**src/sv/dhe_ram.sv**
```systemverilog
module dhe_ram #(
  parameter int WIDTH = 8,
  parameter int DEPTH = 256
) (
  input  logic                     clk,
  input  logic                     we,
  input  logic [$clog2(DEPTH)-1:0] waddr,
  input  logic [WIDTH-1:0]         wdata,
  input  logic                     re,
  input  logic [$clog2(DEPTH)-1:0] raddr,
  output logic [WIDTH-1:0]         rdata
);

  logic [WIDTH-1:0] mem [DEPTH];

  always_ff @(posedge clk) begin
    if (we) begin
      mem[waddr] <= wdata;
    end
    if (re) begin
      rdata <= mem[raddr];
    end
  end

endmodule

```
**config.mk**
```make
export PLATFORM = sky130hd
export DESIGN_NAME = dhe_ram
export DESIGN_NICKNAME = d
export VERILOG_FILES = /design/src/sv/dhe_ram.sv
export SDC_FILE = /design/constraint.sdc
export NUM_CORES = 2
export LEC_CHECK = 0
export BUFFER_PORTS_ARGS = -buffer_cell sky130_fd_sc_hd__buf_2
export CORE_ASPECT_RATIO = 0.75
export CORE_MARGIN = 1.5
export CORE_UTILIZATION = 50
export DETAILED_ROUTE_END_ITERATION = 8
export GPL_ROUTABILITY_DRIVEN = 0
export PLACE_DENSITY = 0.75
export SKIP_LAST_GASP = 1
export SLEW_MARGIN = 10
export SYNTH_ARGS = -nofsm -noshare
export SYNTH_HDL_FRONTEND = slang
export SYNTH_SLANG_ARGS = --single-unit
```
**constraint.sdc**
```tcl
create_clock -name clk -period 2.1 [get_ports clk]
set_input_delay 0.105 -clock clk [delete_from_list [all_inputs] [get_ports clk]]
set_output_delay 0.105 -clock clk [all_outputs]
set_load 0.02 [all_outputs]
```
==> summary.md <==
| Metric | Value |
|---|---|
| Multi-input logic area | `17,100 µm²` |
| Die ar. | `162,000 µm²` |
| Depth of the CTS H-tree | `4` |
| FF/Latch Area | `61,700 µm²` |
| Avg WL per Cell | `30.4 µm` |
| Setup WS post-layout | `-0.258 ns` |
| CTS root buf | `clkbuf_16` |
| WS Path Type | `register to register` |
| Fin Setup TNS | `-1.64 ns` |
| Worst vdd rail ir drop | `0.000947 V` |
| P_leak | `30.5 nW` |
| Worst Path Arrival | `2.91 ns` |
| Initial DRT Pass Iterations | `6` |
| Max Clk Rate | `424 MHz` |
| Worst hold path type | `input port to register` |
| Yosys top cell area share | `0.775` |
| Vias in the first global route | `42,527` |
| Clk_skew | `0.0296 ns` |
| Final Hold Viols | `0` |
| Syn Inst Count | `3,733` |
| Num CTS Buffers | `181` |
| GRT Overall Usage | `0.254` |
| Area leader, netlist | `edfxtp_1` |
| Largest net degree at the start of global routing | `93` |
| Initial antenna violation count | `13` |
| Gr ovfl total | `0` |
| Simple-Gate Fraction of Synth Area | `0.0263` |
| Share of power burned in registers | `0.545` |
| Yosys reg bits | `2,056` |
| Initial Util | `0.505` |
| Register-to-register setup slack | `-0.26 ns` |
| Pwr Density | `883 nW/µm²` |
| Mux share of post-synthesis cell area | `0.146` |
| Tightest Pin Transition | `0.945 ns` |
| Ys Warns | `0` |
| Worst Path Required | `2.65 ns` |
| Tcrit/Tclk final | `1.12` |
| Clock network fraction of design power | `0.395` |
| Total core area | `158,000 µm²` |
| Worst hold margin | `0.0655 ns` |
| CTS clock-pin slew for the worst setup and hold paths | `0.07 ns` |
| Fillcell total | `10,612` |
| Final min period | `2.36 ns` |
| IO Pins | `35` |
| Port Buffers | `34` |
| Total power | `83.1 mW` |
| Max-slew violations | `0` |
| Dpl hpwl | `131,000 µm` |
| Clk_lat worst skew | `0.82 ns` |
| Vias | `42,724` |
| Core Util, Final | `0.597` |
| Switching Fraction | `0.213` |
| Setup Fix Bufs, Post-CTS | `0` |
| First-pass GRT wire length | `297,000 µm` |
| Nets | `4,503` |
| EDFF count, synth | `2,056` |
| Vias per cell | `6.34` |
| Main synth FF type | `edfxtp_1` |
| P_int | `65.5 mW` |
| Cell with the most instances after synthesis | `edfxtp_1` |
| Adder-Cell Fraction of Synth Area | `0` |
| Failing checks | `negative setup slack` |
| Slew Limit Headroom | `0.370` |
| Syn Std Cell Area | `79,600 µm²` |
| Syn avg cell area | `21.3 µm²` |
| Largest family of logic cells by synthesized area | `multiplexers` |
| Starting DRC count in detailed routing | `6,914` |
| Compound-Gate Fraction of Synth Area | `0.0342` |
| Net count after synthesis | `3,760` |
| Synth Area in XOR/XNOR | `0` |
| ANT nets after route | `0` |
| Endpoints failing setup | `8` |
| Synth cell types | `54` |
| CP startpoint kind | `register` |
| Switching power | `17.7 mW` |
| Longest Clk Path Bufs | `3` |
| Max-Cap Viols | `0` |
| Die height | `349 µm` |
| Post-synthesis async set-or-reset flop share | `0` |
| Synth cell count leaders | `edfxtp_1 (2,056), mux4_2 (454), nor2_1 (282)` |
| Die W | `464 µm` |
| Post-route DRC violation count | `0` |
| Clk sink count | `2,056` |
| Drt total wl | `205,000 µm` |
| Run status | `finished, violations left` |
| Power share of the combinational group | `0.061` |
| CP endpoint kind | `register` |
| Fraction of layout cells with a size suffix above 1 | `0.338` |
| Largest cells by area after synthesis | `edfxtp_1 (78%), mux4_2 (13%), mux2i_1 (1.7%)` |
| Unrepaired setup endpoints after global routing | `true` |
| Worst Path Max Fanout | `1` |
| FP Rows | `126` |
| Area Growth Syn to Fin | `18.2%` |
| Sequential element share of the synthesized area | `0.775` |
| CTS tree | `done` |
[cell usage in the layout (no fill, tap or decap), types with 8 or more instances in the layout]
| master | count |
|---|---|
| buf_2 | 22 |
| buf_12 | 73 |
| nor4_1 | 8 |
| bufinv_16 | 16 |
| a21oi_1 | 95 |
| nor4_2 | 14 |
| diode_2 | 8 |
| clkinv_2 | 20 |
| nand3_1 | 33 |
| o211ai_1 | 10 |
| nand2_1 | 33 |
| nor2_1 | 275 |
| clkbuf_1 | 39 |
| nand4_1 | 10 |
| clkinv_1 | 52 |
| a211oi_1 | 8 |
| clkbuf_16 | 186 |
| mux4_2 | 454 |
| o221ai_1 | 44 |
| mux2i_1 | 134 |
| dlygate4sd3_1 | 13 |
| nor3_1 | 12 |
| a22oi_1 | 126 |
| buf_4 | 674 |
| o21ai_0 | 9 |
| nand2b_1 | 8 |
| edfxtp_1 | 2056 |
| o22ai_1 | 27 |
| nor2b_1 | 23 |
[state kept, by name (all words and copies together) (netlist names)]
signal,flops
mem,2048
rdata,8
[stage by stage]
step	instance area [µm²]	std cells	setup WS (ns)
after detailed placement	87700	6394	-1.48
after global routing	94100	6739	-0.288
after CTS	94000	6734	-0.238
final	94100	6742	-0.258
after floorplan	79700	3733	-0.00996
after global placement	87700	6394	-1.40
[worst max-delay path, cell delays in order (launching register included)]
cell	delay (ns)
edfxtp_1	0.36
mux4_2	0.48
a22oi_2	0.26
a31oi_1	0.21
buf_4	0.19
nor4_2	0.36
buf_4	0.19
nor4_2	0.04
[kinds of logic after synthesis]
family          after synthesis
mux                         591
compound gates              385
flops                      2056
buf+inv                     235
simple gates                466
[path summary, 6_finish.rpt]
path | depth (start not counted) | to | startpoint
max reg2reg | 7 | rdata[5]$_DFFE_PP_ | mem[190][5]$_DFFE_PP_
min | 4 | mem[167][5]$_DFFE_PP_ | waddr[0]
max | 7 | rdata[5]$_DFFE_PP_ | mem[190][5]$_DFFE_PP_
min reg2reg | 7 | rdata[5]$_DFFE_PP_ | mem[32][5]$_DFFE_PP_
[power by group through the flow]
stage               sequential (mW)  clock [mW]  combinational, mW
floorplan                      46.2           0               2.22
global placement               46.2           0               4.66
detailed placement             46.2           0               4.76
CTS                            45.3        33.1               4.94
global route                   45.3        34.6               5.25
finish                         45.3        32.8               5.06
[layer usage]
metal,routed length (µm),part of all wire,up-vias,GRT usage
met4,6740,0.033,2,0.0869
met3,29100,0.14,399,0.0757
met1,77300,0.38,22002,0.368
met2,91900,0.45,3144,0.371
met5,15,0.000073,-,0
li1,-,-,17177,-
[what timing repair did]
action | CTS | global route
gates cloned | 0 | 0
resized for setup | 67 | 30
pin swaps | 32 | 20
hold buffers | 13 | 0
endpoints found under the setup margin | 8 | 39
hold endpoints to repair | 1067 | 0
[cell type report]
type,instances,share of cell area
multi-input cells,1442,0.181
well taps,2112,0.0281
clock inverters,104,0.0100
repair buffers,793,0.0735
inverters,2,0.0000798
diodes,8,0.000213
flip-flops and latches,2056,0.656
clock buffers,225,0.0510
Note: power is estimated with default switching activity, not from simulation.
