===== config.mk =====
export PLATFORM = sky130hd
export DESIGN_NAME = dhe_alu
export DESIGN_NICKNAME = d
export VERILOG_FILES = /design/src/sv/dhe_pkg.sv /design/src/sv/dhe_alu.sv
export SDC_FILE = /design/constraint.sdc
export NUM_CORES = 1
export LEC_CHECK = 0
export BUFFER_PORTS_ARGS = -buffer_cell sky130_fd_sc_hd__buf_4
export CAP_MARGIN = 20
export CORE_ASPECT_RATIO = 2
export CORE_UTILIZATION = 40
export DETAILED_ROUTE_END_ITERATION = 10
export GPL_TIMING_DRIVEN = 0
export SYNTH_ARGS = -nofsm -noshare
export SYNTH_HDL_FRONTEND = slang
export SYNTH_SLANG_ARGS = --single-unit

===== constraint.sdc =====
create_clock -name vclk -period 7.24
set_input_delay 1.086 -clock vclk [all_inputs]
set_output_delay 1.086 -clock vclk [all_outputs]
set_load 0.03 [all_outputs]

===== src/sv/dhe_pkg.sv =====
package dhe_pkg;

  localparam int COUNT_BITS = 20;
  localparam int DEPTH_BINS = 16384;
  localparam int BIN_BITS = $clog2(DEPTH_BINS);
  localparam int DEPTH_BITS = 14;
  localparam int GRAY_BITS = 8;
  localparam int DIV_STEPS = GRAY_BITS;
  localparam int STEP_BITS = $clog2(DIV_STEPS);

  typedef logic [COUNT_BITS-1:0] cnt_t;
  typedef logic [BIN_BITS-1:0] addr_t;
  typedef logic [GRAY_BITS-1:0] gray_t;
  typedef logic [STEP_BITS-1:0] step_t;

  localparam addr_t LAST_BIN = addr_t'(DEPTH_BINS - 1);
  localparam gray_t GRAY_MAX = '1;
  localparam step_t LAST_STEP = step_t'(DIV_STEPS - 1);

  localparam logic KIND_ACC = 1'b0;
  localparam logic KIND_MAP = 1'b1;

  typedef struct packed {
    logic                  kind;
    logic [DEPTH_BITS-1:0] depth;
    logic                  last;
  } pix_t;

  typedef struct packed {
    gray_t gray;
    logic  has_depth;
  } res_t;

  typedef enum logic [1:0] {
    ALU_ADD_SAT  = 2'd0,
    ALU_SUB      = 2'd1,
    ALU_DIV_STEP = 2'd2
  } alu_op_t;

  typedef struct packed {
    alu_op_t op;
    cnt_t    a;
    cnt_t    b;
    cnt_t    lim;
  } alu_req_t;

  function automatic logic depth_ok(input logic [DEPTH_BITS-1:0] depth);
    return (depth != '0) && (32'(depth) < 32'(DEPTH_BINS));
  endfunction

endpackage


===== src/sv/dhe_alu.sv =====
module dhe_alu (
  input  dhe_pkg::alu_req_t req,
  output dhe_pkg::cnt_t     y,
  output logic              flag
);

  logic [dhe_pkg::COUNT_BITS:0] sum;
  logic [dhe_pkg::COUNT_BITS:0] twice;
  logic [dhe_pkg::COUNT_BITS:0] diff;

  always_comb begin
    sum   = {1'b0, req.a} + {1'b0, req.b};
    twice = {req.a, 1'b0};
    diff  = twice - {1'b0, req.b};
    y     = '0;
    flag  = 1'b0;
    unique case (req.op)
      dhe_pkg::ALU_ADD_SAT: begin
        flag = sum > {1'b0, req.lim};
        y    = flag ? req.lim : sum[dhe_pkg::COUNT_BITS-1:0];
      end
      dhe_pkg::ALU_SUB: begin
        y = req.a - req.b;
      end
      dhe_pkg::ALU_DIV_STEP: begin
        flag = twice >= {1'b0, req.b};
        y    = flag ? diff[dhe_pkg::COUNT_BITS-1:0] : twice[dhe_pkg::COUNT_BITS-1:0];
      end
      default: begin
        y    = '0;
        flag = 1'b0;
      end
    endcase
  end

endmodule


==> results of run 1 <==
[metal layers]
| metal | up-vias | part of all wire (%) |
|---|---|---|
| li1 | 2540 | - |
| met1 | 2464 | 34 |
| met2 | 180 | 55 |
| met3 | 62 | 2.8 |
| met4 | 0 | 8.1 |
| met5 | - | 0 |
[worst max-delay path by stage]
stage / endpoint / depth (start not counted) / start
3_3_place_gp: y[15] / 21 / req[20]
6_report: y[15] / 21 / req[20]
3_5_place_dp: y[15] / 21 / req[20]
2_1_floorplan: y[0] / 19 / req[20]
4_1_cts: y[15] / 21 / req[20]
5_1_grt: y[15] / 21 / req[20]
[cell families (layout without fill, tap and decap cells)]
family	after synthesis	in the layout	synth area share, %
buf+inv	95	178	8.17
mux	22	22	5.02
compound gates	217	217	34.3
simple gates	183	183	21.2
xor+xnor	41	41	8.00
fa+ha+maj	82	82	23.4
[what timing repair did]
| action | 4_1_cts | 5_1_grt |
|---|---|---|
| setup buffers | 2 | 0 |
| gates cloned | 0 | 0 |
| endpoints found under the setup margin | 14 | 18 |
| pin swaps | 2 | 4 |
| gates resized for setup | 3 | 16 |
[final cells by class]
class                      count  area [um^2]
tap                          140          175
multi-input combinational    545         4210
fill                        1145         5500
inverter                      69          259
timing repair buffer          83          623
buffer                        26          110
[report_power, final]
part | switching [uW] | internal, uW | total, uW
logic | 398 | 269 | 667
registers | 0 | 0 | 0
clock network | 0 | 0 | 0
total | 398 | 269 | 667
[through the flow]
| step | utilization, % | power (uW) | setup WS, ns | setup TNS (ns) |
|---|---|---|---|---|
| 2_1_floorplan | - | 430 | 0.636 | 0 |
| 3_3_place_gp | 48.4 | 628 | -0.128 | -0.403 |
| 3_5_place_dp | 48.4 | 635 | -0.196 | -1.00 |
| 4_1_cts | 48.7 | 648 | 0.0377 | 0 |
| 5_1_grt | 49.4 | 716 | -0.0101 | -0.0101 |
| 6_report | 49.4 | 667 | 0.148 | 0 |
[Yosys cell counts (all sizes together) (4+ instances only)]
library cell / count
o21ai: 37
o311ai: 4
or2: 4
a2111oi: 6
ha: 79
xnor2: 30
mux2: 4
a21o: 11
nand3: 18
clkbuf: 20
inv: 68
nor3: 19
o31a: 4
or3: 5
o31ai: 5
mux2i: 18
o221ai: 4
buf: 6
nor3b: 4
a21boi: 13
o21bai: 5
a221o: 5
a211oi: 6
nand2: 28
a31oi: 6
nor4: 7
and3: 12
nand2b: 11
nor2: 46
nor2b: 7
o211ai: 10
a21oi: 50
o21a: 15
xor2: 11
nand4: 11
a22oi: 5
==> results by group, run 1 <==
Global route
  • Global-route total usage across every layer: 31.0%
  • Global Route met1 Usage: 28.7%
  • Wire length of the first global-routing pass: 27400 um
  • Global-route track usage on met3: 0.958%
  • Largest net degree at the start of global routing: 11
  • Most used routing layer in global routing: met2
  • Initial antenna violation count: 0
  • Vias in the first global route: 5226
  • Met2 demand-to-capacity share in global routing: 63.4%
  • Congestion Overflow GR: 0

Finish
  • Antenna diode instance count: 0
  • Net count reported at finish: 869
  • Final instance area: 5380 um^2
  • Sequential cells: 0
  • Sequential Area: 0 um^2
  • Number of clock buffers in the layout: 0
  • Share of post-route cells with drive strength above 1: 17.6%
  • Area delta synth->final: 19.8%
  • Commonest non-fill, non-tap cells in the layout: sky130_fd_sc_hd__buf_4 (84), sky130_fd_sc_hd__ha_1 (79), sky130_fd_sc_hd__inv_1 (68)
  • Finished Layout Cells: 863
  • Most common cell after layout, fill and taps aside: sky130_fd_sc_hd__buf_4

Routing
  • Routed WL: 18300 um
  • DRC errors left: 0
  • Vias post-DR: 5246
  • Final ANT Viol Nets: 0
  • Detailed-route vias per instance: 6.08
  • Total iterations of the first detailed-routing run: 5
  • Number of DRC markers in iteration 0: 218
  • Mean routed wirelength per cell: 21.2 um

Timing
  • Setup repair after global routing missed its margin: true
  • Final period demand of the worst path: 7.09 ns
  • Setup violators final: 0
  • Fmax: 141 MHz
  • Final hold violations: 0
  • Ratio of final minimum period to clock period: 98.0%
  • Worst slew margin: 42.0%
  • Worst hold slack: 2.58 ns
  • Worst Max-Slew Pin Slew: 0.867 ns
  • Max-slew violation total from the final report: 0

Synth
  • Largest area contributor in the synthesized netlist: sky130_fd_sc_hd__ha_1
  • Cell count after synthesis: 640
  • Syn nets: 784
  • Area fraction of the dominant cell type after synthesis: 22.0%
  • Unique masters post-synth: 75
  • Largest cells by area after synthesis: sky130_fd_sc_hd__ha_1 (22%), sky130_fd_sc_hd__xnor2_1 (5.9%), sky130_fd_sc_hd__inv_1 (5.7%)
  • Sequential cell area fraction in the yosys report: 0%
  • Syn. warnings: 0
  • Post-Syn Area: 4490 um^2
  • Syn avg cell area: 7.01 um^2

Power
  • Peak supply drop: 78.8 uV
  • Static Leakage: 0.00254 uW
  • Power per cell area: 124 nW/um^2

Run status
  • Outcome: finished, final reports clean

Floorplan
  • Core Rows: 54
  • Die height: 152 um
  • Core box area: 10900 um^2
  • Width of the die: 76.9 um
  • Die area: 11700 um^2
  • I/O pin count: 83
  • Starting Density: 41.2%

Min path
  • Startpoint of the tightest hold check path: req[8]
  • Endpoint, Worst Hold: y[8]
  • Worst Hold Class: input port to output port
  • Hold Path Depth: 4

Placed design
  • Estimated wirelength of the detail-placed design: 15800 um
  • Final Wtd Congestion: 0.945
  • Placed inst area: 5270 um^2
  • Total of buffers placed on input and output ports: 81
  • Number of placed instances, taps included: 861

Setup path
  • Startpoint Class: input port
  • CP required: 6.15 ns
  • Crit path capture type: output port
  • Worst path cell trace: buf_4 > ha_1 > inv_1 > fa_1 > nor2_1 > o311a_4 > o2111a_1 > o31ai_4 > a21oi_2 > a221o_1 > xnor2_1 > ha_1 > a21o_1 > a2111oi_4 > o21ai_1 > nor4_2 > o221ai_2 > and2_4 > a221o_1 > o41a_1 > buf_4
  • Data arrival time of the worst path: 6.01 ns
  • Type of the worst setup path: input port to output port
  • Maximum fanout along the worst path: 5
  • Top Family by Delay on Critical Path: compound AO/OA/AOI/OAI gates
  • Sum of buffers and inverters on the critical path: 3
  • Largest stage delay on the critical path: 0.39 ns
  • Critical Path Slowest Stage Cell: sky130_fd_sc_hd__o311a_4

CTS
  • Number of hold-repair buffers added at the cts stage: 0

Flow run
  • Number of maximum-capacitance violations: 0
Power figures use the tool's default switching activity.
==> inputs of run 2 (changes only) <==
clock period = 6.6 ns   (was 7.24 ns; I/O delays follow)
==> results by group, run 2 (synthesized netlist as in run 1, its figures left out) <==
Placed design
  • Total of buffers placed on input and output ports: 81
  • Final Wtd Congestion: 0.945
  • Estimated wirelength of the detail-placed design: 15800 um

Finish
  • Net count reported at finish: 881
  • Fillers: 1130
  • Share of post-route cells with drive strength above 1: 22.3%
  • Number of clock buffers in the layout: 0
  • Area delta synth->final: 26.0%
  • Sequential cells: 0
  • Most common cell after layout, fill and taps aside: sky130_fd_sc_hd__buf_4
  • Antenna diode instance count: 0
  • Commonest non-fill, non-tap cells in the layout: sky130_fd_sc_hd__buf_4 (99), sky130_fd_sc_hd__ha_1 (73), sky130_fd_sc_hd__inv_1 (65)
  • Sequential Area: 0 um^2

Floorplan
  • Width of the die: 76.9 um
  • Core Rows: 54
  • Die height: 152 um
  • Die area: 11700 um^2
  • Core box area: 10900 um^2
  • I/O pin count: 83
  • Starting Density: 41.2%

Global route
  • Initial antenna violation count: 0
  • Wire length of the first global-routing pass: 28000 um
  • Largest net degree at the start of global routing: 11
  • Global-route total usage across every layer: 31.6%
  • Congestion Overflow GR: 0
  • Vias in the first global route: 5355

Timing
  • Setup violators final: 0
  • Setup repair after global routing missed its margin: true
  • Worst Max-Slew Pin Slew: 0.863 ns
  • Fmax: 154 MHz
  • Ratio of final minimum period to clock period: 98.7%
  • Final period demand of the worst path: 6.51 ns
  • Max-slew violation total from the final report: 0
  • Final hold violations: 0
  • Setup TNS: 0 ns
  • Worst slew margin: 42.3%

Setup path
  • Top Family by Delay on Critical Path: compound AO/OA/AOI/OAI gates
  • CP required: 5.61 ns
  • Crit path to: y[15]
  • Largest stage delay on the critical path: 0.36 ns
  • Crit. path cell count: 20
  • Startpoint Class: input port
  • Maximum fanout along the worst path: 5
  • Type of the worst setup path: input port to output port
  • Critical Path Slowest Stage Cell: sky130_fd_sc_hd__a2111oi_4
  • Data arrival time of the worst path: 5.52 ns
  • Worst path cell trace: buf_4 > ha_1 > buf_6 > nor2_2 > o311a_1 > o2111a_2 > o31ai_4 > a21oi_2 > a221o_1 > xnor2_1 > ha_1 > a21o_1 > a2111oi_4 > o21ai_1 > nor4_2 > o221ai_2 > and2_4 > a221o_1 > o41a_1 > buf_6
  • Sum of buffers and inverters on the critical path: 3
  • Crit path capture type: output port
  • Crit. Startpoint: req[42]

Power
  • Peak supply drop: 85.2 uV
  • Sequential cell fraction of total power: 0%
  • Net load switching power: 454 uW
  • Static Leakage: 0.00264 uW
  • Total power: 782 uW
  • Clock share of power: 0%
  • Sw Ratio: 58.0%
  • Relative contribution of combinational cells to total power: 100.0%
  • Power per cell area: 138 nW/um^2
  • Int Power: 328 uW

Flow run
  • Number of maximum-capacitance violations: 0

Routing
  • Vias post-DR: 5308
  • Detailed-route vias per instance: 6.07
  • Mean routed wirelength per cell: 21.4 um
  • DRC errors left: 0
  • Number of DRC markers in iteration 0: 217
  • Final ANT Viol Nets: 0
  • Total iterations of the first detailed-routing run: 5
  • Routed WL: 18700 um

Run status
  • Outcome: finished, final reports clean

Min path
  • Worst Hold Class: input port to output port
==> run 2: changes by cell type in the layout (fill, tap and decap cells not counted), sizes merged <==
cell      previous run  this run
buf                 88       105
inv                 68        67
clkinvlp             0         1
clkbuf              21        16
==> run 2: per-stage QoR <==
stage / worst slack, ns / cells / hold slack, ns / util (%) / cell area, um^2
finish: 0.0890 / 875 / 2.39 / 52.0 / 5660
global route: -0.0473 / 875 / 2.40 / 52.0 / 5660
CTS: -0.00666 / 873 / 2.39 / 50.2 / 5460
global placement: -0.576 / 861 / 2.41 / 48.4 / 5270
detailed placement: -0.644 / 861 / 2.38 / 48.4 / 5270
floorplan: 0.188 / 640 / 2.25 / - / 4490
==> run 2: final cells by class <==
class	count	area, um^2	share of cell area (%)
Tap cell	140	175	3.10
Inverter	69	263	4.65
Multi-Input combinational cell	545	4350	76.9
Buffer	21	100	1.77
Timing Repair Buffer	100	769	13.6
==> run 2: power by group through the flow <==
stage	clock network, uW	logic, uW	registers (uW)
global route	0	839	0
finish	0	782	0
global placement	0	689	0
CTS	0	736	0
detailed placement	0	696	0
floorplan	0	471	0
==> run 2: timing repair <==
action                                  in CTS  in global routing
buffers inserted                            14                  5
endpoints found under the setup margin      21                 20
hold buffers                                 0                  0
pin swaps                                   19                 20
resized for setup                           27                 34
==> run 2: routing by layer <==
metal	part of all wire (%)	global-route usage [%]	routed length, um
met3	2.7	1.08	510
met5	0	0	0
met2	55	64.6	10300
met4	8.5	23.9	1580
met1	34	28.7	6320
==> run 2: how the worst min path moves through the flow <==
stage / startpoint / endpoint / slack (ns) / cells after the start
after floorplan: req[20] / y[0] / 2.25 / 2
after global placement: req[8] / y[8] / 2.41 / 4
after detailed placement: req[8] / y[8] / 2.38 / 4
after CTS: req[8] / y[8] / 2.39 / 4
after global routing: req[8] / y[8] / 2.40 / 4
final: req[8] / y[8] / 2.39 / 4
